===== config.mk =====
export PLATFORM = sky130hd
export DESIGN_NAME = string_to_integer_parser_flat
export DESIGN_NICKNAME = d
export VERILOG_FILES = /design/src/rtl/stip_pkg.sv /design/src/rtl/stip_if.sv /design/src/rtl/string_to_integer_parser.sv /design/src/flat_wrapper.sv
export SDC_FILE = /design/constraint.sdc
export NUM_CORES = 1
export LEC_CHECK = 0
export BUFFER_PORTS_ARGS = -buffer_cell sky130_fd_sc_hd__buf_2
export CAP_MARGIN = 30
export CORE_ASPECT_RATIO = 1.25
export CORE_MARGIN = 2
export CORE_UTILIZATION = 65
export DETAILED_ROUTE_END_ITERATION = 6
export PLACE_DENSITY = 0.87
export SYNTH_ARGS = -nofsm -noshare
export SYNTH_HDL_FRONTEND = slang
export SYNTH_SLANG_ARGS = --single-unit

===== constraint.sdc =====
create_clock -name clk -period 20.5 [get_ports clk]
set_input_delay 3.075 -clock clk [delete_from_list [all_inputs] [get_ports clk]]
set_output_delay 3.075 -clock clk [all_outputs]
set_load 0.01 [all_outputs]

===== src/rtl/stip_pkg.sv =====
package stip_pkg;

  // parse phases
  typedef enum logic [2:0] {
    PH_SPACE,
    PH_PRE,
    PH_DIGITS,
    PH_XSEEN,
    PH_DONE
  } phase_t;

  // result status codes
  typedef enum logic [1:0] {
    ST_OK        = 2'd0,
    ST_NO_DIGITS = 2'd1,
    ST_RANGE     = 2'd2,
    ST_BAD_BASE  = 2'd3
  } status_t;

  // configuration register indexes
  localparam logic CFG_NUMBER_BASE   = 1'b0;
  localparam logic CFG_SIGNED_RESULT = 1'b1;

  localparam int unsigned BASE_BITS  = 6;
  localparam int unsigned CFG_BITS   = 6;
  localparam logic [BASE_BITS-1:0] BASE_LIMIT   = 6'd36;
  localparam logic [BASE_BITS-1:0] BASE_OCTAL   = 6'd8;
  localparam logic [BASE_BITS-1:0] BASE_DECIMAL = 6'd10;
  localparam logic [BASE_BITS-1:0] BASE_HEX     = 6'd16;
  localparam logic [BASE_BITS-1:0] BASE_AUTO    = 6'd0;
  localparam logic [BASE_BITS-1:0] BASE_ONE     = 6'd1;
  localparam logic [BASE_BITS-1:0] BASE_RESET   = 6'd10;

  // character codes
  localparam logic [7:0] CH_SPACE   = 8'h20;
  localparam logic [7:0] CH_TAB     = 8'h09;
  localparam logic [7:0] CH_CR      = 8'h0D;
  localparam logic [7:0] CH_PLUS    = 8'h2B;
  localparam logic [7:0] CH_MINUS   = 8'h2D;
  localparam logic [7:0] CH_ZERO    = 8'h30;
  localparam logic [7:0] CH_NINE    = 8'h39;
  localparam logic [7:0] CH_LOWER_A = 8'h61;
  localparam logic [7:0] CH_LOWER_Z = 8'h7A;
  localparam logic [7:0] CH_UPPER_A = 8'h41;
  localparam logic [7:0] CH_UPPER_Z = 8'h5A;
  localparam logic [7:0] CH_LOWER_X = 8'h78;
  localparam logic [7:0] CH_UPPER_X = 8'h58;

  // digit value marking a byte that is no digit at all
  localparam logic [BASE_BITS-1:0] DIGIT_NONE = 6'd63;

  // digit value of a byte, letters in either case
  function automatic logic [BASE_BITS-1:0] digit_of(input logic [7:0] c);
    logic [7:0] d;
    d = {2'b00, DIGIT_NONE};
    if (c >= CH_ZERO && c <= CH_NINE) begin
      d = c - CH_ZERO;
    end else if (c >= CH_LOWER_A && c <= CH_LOWER_Z) begin
      d = c - CH_LOWER_A + 8'd10;
    end else if (c >= CH_UPPER_A && c <= CH_UPPER_Z) begin
      d = c - CH_UPPER_A + 8'd10;
    end
    return d[BASE_BITS-1:0];
  endfunction

  function automatic logic base_bad(input logic [BASE_BITS-1:0] b);
    return (b == BASE_ONE) || (b > BASE_LIMIT);
  endfunction

  function automatic logic is_space(input logic [7:0] c);
    return (c == CH_SPACE) || (c >= CH_TAB && c <= CH_CR);
  endfunction

endpackage


===== src/rtl/stip_if.sv =====
// byte stream into the parser
interface stip_in_if;
  logic       valid;
  logic       ready;
  logic [7:0] character;
  logic       last;

  modport source (output valid, output character, output last, input ready);
  modport sink (input valid, input character, input last, output ready);
endinterface

// parse results out of the parser
interface stip_out_if #(
  parameter int WORD_BITS   = 32,
  parameter int OFFSET_BITS = 16
);
  logic                   valid;
  logic                   ready;
  logic [WORD_BITS-1:0]   value;
  logic [OFFSET_BITS-1:0] end_offset;
  logic [1:0]             status;

  modport source (output valid, output value, output end_offset, output status,
                  input ready);
  modport sink (input valid, input value, input end_offset, input status,
                output ready);
endinterface


===== src/rtl/string_to_integer_parser.sv =====
// String to integer parser, strtol / strtoul style.
// in_ch carries one byte of the string per word, with last marking the
// final byte; a string gives exactly one word on out_ch (value, end_offset,
// status), taken when its last byte has been parsed.
// The configuration port writes number_base (index 0, 2..36, 0 = auto
// detect) and signed_result (index 1); write only while no string is open.
// Throughput: one byte per cycle while no last byte waits. A byte is
// registered when it is accepted and parsed from the input register against
// the running state, where a single multiply-add by the radix updates the
// accumulator; the output register is loaded when a last byte is parsed.
// When out_ch stalls with a result held, bytes that close no string still
// flow; a last byte waits in the input register until the result is taken,
// and in_ch.ready drops behind it.
// Reset (rst_n low, synchronous) empties both registers, clears the parse
// state and sets number_base to 10 and signed_result to 1.
module string_to_integer_parser #(
  parameter int WORD_BITS   = 32,
  parameter int OFFSET_BITS = 16
) (
  input  logic                        clk,
  input  logic                        rst_n,
  stip_in_if.sink                     in_ch,
  stip_out_if.source                  out_ch,
  input  logic                        cfg_we,
  input  logic                        cfg_index,
  input  logic [stip_pkg::CFG_BITS-1:0] cfg_data
);
  import stip_pkg::*;

  localparam int MUL_BITS = WORD_BITS + BASE_BITS;
  localparam logic [WORD_BITS-1:0] WORD_ONES = {WORD_BITS{1'b1}};
  localparam logic [WORD_BITS-1:0] SIGNED_MAX = {1'b0, {(WORD_BITS-1){1'b1}}};
  localparam logic [WORD_BITS-1:0] SIGNED_MIN = {1'b1, {(WORD_BITS-1){1'b0}}};

  // configuration registers
  logic [BASE_BITS-1:0] cfg_base_r;
  logic                 cfg_signed_r;

  // input register
  logic       s1_valid_r;
  logic [7:0] s1_char_r;
  logic       s1_last_r;

  // parse state
  phase_t                 phase_r, phase_nxt;
  logic                   neg_r, neg_nxt;
  logic [BASE_BITS-1:0]   base_r, base_nxt;
  logic [WORD_BITS-1:0]   acc_r, acc_nxt;
  logic                   ovf_r, ovf_nxt;
  logic                   zp_r, zp_nxt;
  logic                   seen_r, seen_nxt;
  logic [OFFSET_BITS-1:0] pos_r, next_pos;
  logic [OFFSET_BITS-1:0] dend_r, dend_nxt;

  // result register
  logic                   out_valid_r;
  logic [WORD_BITS-1:0]   out_value_r, out_value_nxt;
  logic [OFFSET_BITS-1:0] out_end_r, out_end_nxt;
  status_t                out_status_r, out_status_nxt;

  logic                 proc_go;
  logic                 held;
  logic                 dig_step;
  logic                 x_taken;
  logic                 take;
  logic [BASE_BITS-1:0] digit;
  logic [MUL_BITS-1:0]  mul;
  logic [MUL_BITS:0]    mac;
  logic                 mac_ovf;
  logic [BASE_BITS-1:0] res_base;

  // handshake: a last byte needs room in the result register
  assign proc_go     = s1_valid_r && (!s1_last_r || !out_valid_r || out_ch.ready);
  assign in_ch.ready = !s1_valid_r || proc_go;

  assign out_ch.valid      = out_valid_r;
  assign out_ch.value      = out_value_r;
  assign out_ch.end_offset = out_end_r;
  assign out_ch.status     = out_status_r;

  assign digit    = digit_of(s1_char_r);
  assign next_pos = (pos_r == {OFFSET_BITS{1'b1}}) ? pos_r : pos_r + 1'b1;

  // phase control for one byte
  always_comb begin
    phase_nxt = phase_r;
    neg_nxt   = neg_r;
    base_nxt  = base_r;
    zp_nxt    = zp_r;
    held      = 1'b0;
    dig_step  = 1'b0;
    x_taken   = 1'b0;
    take      = 1'b0;

    // whitespace skip, base latch and sign
    if (phase_r == PH_SPACE) begin
      if (is_space(s1_char_r)) begin
        held = 1'b1;
      end else begin
        base_nxt  = cfg_base_r;
        phase_nxt = PH_PRE;
        if (s1_char_r == CH_PLUS || s1_char_r == CH_MINUS) begin
          neg_nxt = (s1_char_r == CH_MINUS);
          held    = 1'b1;
        end
      end
    end

    if (!held) begin
      unique case (phase_nxt)
        PH_PRE: begin
          if (base_bad(base_nxt)) begin
            phase_nxt = PH_DONE;
          end else begin
            phase_nxt = PH_DIGITS;
            if (s1_char_r == CH_ZERO) begin
              zp_nxt = 1'b1;
            end else begin
              if (base_nxt == BASE_AUTO) base_nxt = BASE_DECIMAL;
              dig_step = 1'b1;
            end
          end
        end
        PH_DIGITS: dig_step = 1'b1;
        PH_XSEEN: begin
          if (digit < BASE_HEX) begin
            take      = 1'b1;
            phase_nxt = PH_DIGITS;
          end else begin
            phase_nxt = PH_DONE;
          end
        end
        default: ;
      endcase

      // digit after a possible leading zero
      if (dig_step) begin
        if (zp_nxt) begin
          zp_nxt = 1'b0;
          if ((s1_char_r == CH_LOWER_X || s1_char_r == CH_UPPER_X) &&
              (base_nxt == BASE_AUTO || base_nxt == BASE_HEX)) begin
            base_nxt  = BASE_HEX;
            phase_nxt = PH_XSEEN;
            x_taken   = 1'b1;
          end else if (base_nxt == BASE_AUTO) begin
            base_nxt = BASE_OCTAL;
          end
        end
        if (!x_taken) begin
          if (digit < base_nxt) take = 1'b1;
          else phase_nxt = PH_DONE;
        end
      end
    end
  end

  // multiply-add by the radix, overflow when the sum leaves the word
  assign mul     = {{BASE_BITS{1'b0}}, acc_r} * {{WORD_BITS{1'b0}}, base_nxt};
  assign mac     = {1'b0, mul} + {{(MUL_BITS+1-BASE_BITS){1'b0}}, digit};
  assign mac_ovf = (mac[MUL_BITS:WORD_BITS] != '0);

  // accumulator and digit bookkeeping
  always_comb begin
    acc_nxt  = acc_r;
    ovf_nxt  = ovf_r;
    seen_nxt = seen_r;
    dend_nxt = dend_r;
    if (take) begin
      seen_nxt = 1'b1;
      dend_nxt = next_pos;
      if (!ovf_r) begin
        if (mac_ovf) ovf_nxt = 1'b1;
        else acc_nxt = mac[WORD_BITS-1:0];
      end
    end else if (zp_nxt && !zp_r) begin
      // leading zero counts as the digits until told otherwise
      seen_nxt = 1'b1;
      dend_nxt = next_pos;
    end
  end

  // result for a closing byte
  assign res_base = (phase_nxt == PH_SPACE) ? cfg_base_r : base_nxt;

  always_comb begin
    out_value_nxt  = '0;
    out_end_nxt    = '0;
    out_status_nxt = ST_OK;
    priority if (base_bad(res_base)) begin
      out_status_nxt = ST_BAD_BASE;
    end else if (!seen_nxt) begin
      out_status_nxt = ST_NO_DIGITS;
    end else begin
      out_end_nxt = dend_nxt;
      if (cfg_signed_r) begin
        if (neg_nxt) begin
          if (ovf_nxt || acc_nxt > SIGNED_MIN) begin
            out_value_nxt  = SIGNED_MIN;
            out_status_nxt = ST_RANGE;
          end else begin
            out_value_nxt = '0 - acc_nxt;
          end
        end else begin
          if (ovf_nxt || acc_nxt > SIGNED_MAX) begin
            out_value_nxt  = SIGNED_MAX;
            out_status_nxt = ST_RANGE;
          end else begin
            out_value_nxt = acc_nxt;
          end
        end
      end else begin
        if (ovf_nxt) begin
          out_value_nxt  = WORD_ONES;
          out_status_nxt = ST_RANGE;
        end else begin
          out_value_nxt = neg_nxt ? ('0 - acc_nxt) : acc_nxt;
        end
      end
    end
  end

  // configuration writes
  always_ff @(posedge clk) begin
    if (!rst_n) begin
      cfg_base_r   <= BASE_RESET;
      cfg_signed_r <= 1'b1;
    end else if (cfg_we) begin
      unique case (cfg_index)
        CFG_NUMBER_BASE:   cfg_base_r   <= cfg_data[BASE_BITS-1:0];
        CFG_SIGNED_RESULT: cfg_signed_r <= cfg_data[0];
        default: ;
      endcase
    end
  end

  // input register
  always_ff @(posedge clk) begin
    if (!rst_n) begin
      s1_valid_r <= 1'b0;
    end else if (in_ch.ready) begin
      s1_valid_r <= in_ch.valid;
    end
  end

  always_ff @(posedge clk) begin
    if (in_ch.ready && in_ch.valid) begin
      s1_char_r <= in_ch.character;
      s1_last_r <= in_ch.last;
    end
  end

  // parse state, cleared after each string
  always_ff @(posedge clk) begin
    if (!rst_n || (proc_go && s1_last_r)) begin
      phase_r <= PH_SPACE;
      neg_r   <= 1'b0;
      base_r  <= '0;
      acc_r   <= '0;
      ovf_r   <= 1'b0;
      zp_r    <= 1'b0;
      seen_r  <= 1'b0;
      pos_r   <= '0;
      dend_r  <= '0;
    end else if (proc_go) begin
      phase_r <= phase_nxt;
      neg_r   <= neg_nxt;
      base_r  <= base_nxt;
      acc_r   <= acc_nxt;
      ovf_r   <= ovf_nxt;
      zp_r    <= zp_nxt;
      seen_r  <= seen_nxt;
      pos_r   <= next_pos;
      dend_r  <= dend_nxt;
    end
  end

  // result register
  always_ff @(posedge clk) begin
    if (!rst_n) begin
      out_valid_r <= 1'b0;
    end else if (proc_go && s1_last_r) begin
      out_valid_r <= 1'b1;
    end else if (out_ch.ready) begin
      out_valid_r <= 1'b0;
    end
  end

  always_ff @(posedge clk) begin
    if (proc_go && s1_last_r) begin
      out_value_r  <= out_value_nxt;
      out_end_r    <= out_end_nxt;
      out_status_r <= out_status_nxt;
    end
  end

  // a new result only comes from a closing byte
  assert property (@(posedge clk) disable iff (!rst_n)
    $rose(out_valid_r) |-> $past(s1_valid_r && s1_last_r))
    else $error("result loaded without a closing byte");

  // parse state is clean after a string closes
  assert property (@(posedge clk) disable iff (!rst_n)
    (proc_go && s1_last_r) |=> (phase_r == PH_SPACE && pos_r == '0 && !ovf_r))
    else $error("parse state not cleared after result");

  // a converted result always points past at least one byte
  assert property (@(posedge clk) disable iff (!rst_n)
    (out_valid_r && out_status_r == ST_OK) |-> (out_end_r != '0))
    else $error("converted result with zero end offset");

  // no-digit and bad-base results carry zero value and offset
  assert property (@(posedge clk) disable iff (!rst_n)
    (out_valid_r && (out_status_r == ST_NO_DIGITS || out_status_r == ST_BAD_BASE))
      |-> (out_value_r == '0 && out_end_r == '0))
    else $error("empty result with nonzero payload");

  // pending leading zero only while digits are being read
  assert property (@(posedge clk) disable iff (!rst_n)
    zp_r |-> (phase_r == PH_DIGITS && seen_r))
    else $error("leading zero pending outside digit phase");

endmodule

===== src/flat_wrapper.sv =====
// flat-port wrapper written by rule: the top's interface ports become plain ports
module string_to_integer_parser_flat import stip_pkg::*;
#(
  parameter int WORD_BITS   = 32,
  parameter int OFFSET_BITS = 16
)
  (clk, rst_n, cfg_we, cfg_index, cfg_data, in_ch_valid, in_ch_character, in_ch_last, in_ch_ready, out_ch_valid, out_ch_value, out_ch_end_offset, out_ch_status, out_ch_ready);
  stip_in_if in_ch_i ();
  stip_out_if #(.WORD_BITS(WORD_BITS), .OFFSET_BITS(OFFSET_BITS)) out_ch_i ();
  input  logic clk;
  input  logic rst_n;
  input  logic cfg_we;
  input  logic cfg_index;
  input  logic [stip_pkg::CFG_BITS-1:0] cfg_data;
  input wire logic [$bits(in_ch_i.valid)-1:0] in_ch_valid;
  input wire logic [$bits(in_ch_i.character)-1:0] in_ch_character;
  input wire logic [$bits(in_ch_i.last)-1:0] in_ch_last;
  output wire logic [$bits(in_ch_i.ready)-1:0] in_ch_ready;
  output wire logic [$bits(out_ch_i.valid)-1:0] out_ch_valid;
  output wire logic [$bits(out_ch_i.value)-1:0] out_ch_value;
  output wire logic [$bits(out_ch_i.end_offset)-1:0] out_ch_end_offset;
  output wire logic [$bits(out_ch_i.status)-1:0] out_ch_status;
  input wire logic [$bits(out_ch_i.ready)-1:0] out_ch_ready;
  assign in_ch_i.valid = in_ch_valid;
  assign in_ch_i.character = in_ch_character;
  assign in_ch_i.last = in_ch_last;
  assign in_ch_ready = in_ch_i.ready;
  assign out_ch_valid = out_ch_i.valid;
  assign out_ch_value = out_ch_i.value;
  assign out_ch_end_offset = out_ch_i.end_offset;
  assign out_ch_status = out_ch_i.status;
  assign out_ch_i.ready = out_ch_ready;
  string_to_integer_parser #(.WORD_BITS(WORD_BITS), .OFFSET_BITS(OFFSET_BITS)) u_core (.clk(clk), .rst_n(rst_n), .in_ch(in_ch_i), .out_ch(out_ch_i), .cfg_we(cfg_we), .cfg_index(cfg_index), .cfg_data(cfg_data));
endmodule

==> key figures <==
Global route
  – Global Route Usage Sum: 33.9%
  – Global-route wire length before repair: 68.5 mm
  – Largest net degree at the start of global routing: 78
  – Vias in the first global route: 13917
  – Grt ovf: 0
  – Initial antenna violation count: 0

Timing
  – Skew final: 0.0116 ns
  – Final Slew Violations: 0
  – Actual slew at the worst max-slew pin: 1.03 ns
  – # setup viols final: 0
  – Fmax: 0.0899 GHz
  – Hold slack: 0.466 ns
  – Final hold violations: 0
  – Worst slew margin: 31.1%
  – Post-route clock period utilization: 54.3%
  – Setup_tns: 0 ns
  – Tmin final: 11.13 ns
  – RSZ-0062 raised after global routing: false

Clock network
  – CTS Sinks: 145
  – Post-cts resize count: 0
  – Post-CTS Setup Bufs: 0
  – Root Buffer: clkbuf_16
  – CTS max path bufs: 2
  – Clock slew at reported path FFs: 0.07 ns
  – H-Tree Depth: 4
  – TritonCTS clock tree: built
  – CTS buffer count: 17
  – Clk Latency, worst-skew pair: 0.43 ns
  – Hold buffer count at cts: 0

Placed design
  – Placer congestion estimate: 0.968
  – Placed Area: 0.0160 mm2
  – Placed Cells incl. Taps: 2057
  – IO buf count: 72
  – Final HPWL DP: 31.1 mm

Min path
  – Worst Hold Class: flip-flop to flip-flop

Routing
  – Pre-antenna DRT Iters: 7
  – Drt via density: 6.67
  – DRT iter0 DRCs: 1006
  – DR vias: 13932
  – Residual DRC count: 1
  – DR WL/cell: 20.1 um
  – Antenna-violating nets left: 0
  – Routed wire length: 42.1 mm

Critical path
  – Critical path required time: 20.65 ns
  – Setup crit end kind: flip-flop
  – Slowest stage delay, CP: 0.80 ns
  – Crit-path slowest cell: a211oi_1
  – Kind of critical path: flip-flop to flip-flop
  – Startpoint types: flip-flop
  – Crit path DAT: 11.28 ns
  – Max FO, Critical Path: 62

Yosys
  – Area contributors post-synth: fa_1 16%, edfxtp_1 11%, dfxtp_1 11%, ha_1 8.2%, and2_1 5.1%
  – Seq/Total Area, Yosys: 22.4%
  – Syn Inst Count: 1792
  – Mapped Nets: 2039
  – Dominant synthesized flop cell: dfxtp_1
  – Post-synthesis cell area: 0.0156 mm2
  – YS warnings: 0
  – Number of synthesized flops with an enable pin: 59
  – Mean Syn Cell Area: 8.71 um2
  – Synth cell types: 87
  – Synth top area share: 15.9%
  – Asr flop ratio synth: 0%
  – Post-synth top area cell: fa_1
  – #FFs+latches synth: 145

Floorplan
  – Core area: 0.0236 mm2
  – Initial Util: 66.0%
  – Die Y: 177 um
  – I/O pin cnt: 73
  – Core Rows: 63
  – Die area: 0.0253 mm2
  – Die Width: 143 um

Cells and area
  – Share of cells above drive strength 1: 9.90%
  – Nets: 2032
  – Final instance area: 0.0166 mm2
  – Final Non-Filler Cells: 2090
  – Antenna cells: 0
  – Synth-to-layout area growth: 6.30%

Power and ir drop
  – Total Power: 0.000966 W
  – Peak supply drop: 0.0540 mV
  – Leakage dissipation: 7.10 nW
  – Power per cell area: 58.3 mW/mm2

Status
  – Status: finished with violations
  – Failing checks: DRC

Flow run
  – Max-cap check violation count: 0
routing by layer:
metal	track usage [%]	wire length [um]	up-vias
met4	18.3	2080	0
met3	6.03	3390	183
met1	40.9	16100	6688
li1	-	-	6311
met2	57.5	20500	750
met5	0	0	-
flip-flops by register name, indices dropped and copies added (netlist names), 2 cells and up:
name	count
u_core.phase_r	3
u_core.acc_r	32
u_core.pos_r	16
u_core.out_ch.end_offset	16
u_core.out_ch.value	32
u_core.cfg_base_r	6
u_core.dend_r	16
u_core.base_r	6
u_core.s1_char_r	8
u_core.out_ch.status	2
cells in the final DEF, fill, tap and decap left out, drive strengths merged, types with 10 or more instances in the layout:
cell / count
o21a: 10
buf: 86
o21ai: 57
nor3: 42
nand2b: 18
mux2i: 54
ha: 102
nor2: 179
nand3: 26
a21oi: 112
inv: 80
or3: 23
xnor2: 38
edfxtp: 59
o211ai: 19
xor2: 20
nor2b: 77
nor4: 10
o22ai: 17
nand4: 18
nand2: 139
and2: 127
dfxtp: 86
a31oi: 25
a21o: 20
clkbuf: 19
mux2: 18
fa: 124
a211oi: 53
through the flow:
step | util (%) | worst slack, ns
final | 70.1 | 9.37
after global routing | 70.1 | 9.05
after CTS | 70.1 | 9.71
after detailed placement | 67.5 | 9.89
after global placement | 67.5 | 10.21
after floorplan | - | 11.58
report_power, final:
part	switching, W	internal [W]
sequential	0.0000157	0.000312
combinational	0.000204	0.000113
clock	0.000135	0.000187
synthesized netlist by cell type (all sizes together) (4+ instances only):
cell type and count:
a2111oi 5, a211oi 53, a21o 20, a21oi 112, a221oi 4, a311oi 8, a31o 4, a31oi 25
and2 127, and3 8, and4 5, buf 21, clkbuf 92, dfxtp 86, edfxtp 59, fa 124
ha 102, inv 73, mux2 18, mux2i 54, nand2 139, nand2b 18, nand3 26, nand3b 5
nand4 18, nand4b 4, nor2 179, nor2b 77, nor3 42, nor3b 4, nor4 10, o211ai 19
o21a 10, o21ai 57, o21bai 5, o22ai 17, o31a 5, o31ai 7, o41ai 5, or2 8
or3 23, or4 8, xnor2 38, xor2 20
area by class of cell:
type | count | area, um2
sequential | 145 | 3490
multi-input combinational | 1461 | 11400
clock buffer | 18 | 439
inverter | 73 | 274
fill | 1745 | 7060
tap | 292 | 365
clock inverter | 14 | 169
timing repair buffer | 87 | 473
cells by family (layout without fill, tap and decap cells):
kind of cell | Yosys count | after routing | share of synthesized area, %
AO/OA/AOI/OAI | 396 | 396 | 17.0
XOR/XNOR | 58 | 58 | 3.26
adder cells (fa/ha/maj) | 226 | 226 | 24.1
buffers and inverters | 186 | 192 | 4.86
flip-flops | 145 | 145 | 22.4
multiplexers | 72 | 72 | 4.76
AND/OR/NAND/NOR | 709 | 709 | 23.6
worst max-delay path, delay by kind of cell, from the launching register on:
family                   cells  cell delay (ns)
adder cells (fa/ha/maj)      6             2.78
buffers and inverters        5             0.94
multiplexers                 2             0.82
flip-flops                   1             0.48
AND/OR/NAND/NOR             10             2.77
XOR/XNOR                     1             0.18
AO/OA/AOI/OAI                8             2.84
path summary, 6_finish.rpt:
check | start | end | slack (ns) | depth (start not counted)
setup / recovery | u_core.s1_char_r[1] | u_core.out_ch.value[27] | 9.37 | 32
hold / removal | u_core.dend_r[15] | u_core.dend_r[15] | 0.47 | 2
setup reg to reg | u_core.s1_char_r[1] | u_core.out_ch.value[27] | 9.37 | 32
hold reg to reg | u_core.dend_r[15] | u_core.dend_r[15] | 0.47 | 2
Note: power is estimated with default switching activity, not from simulation.
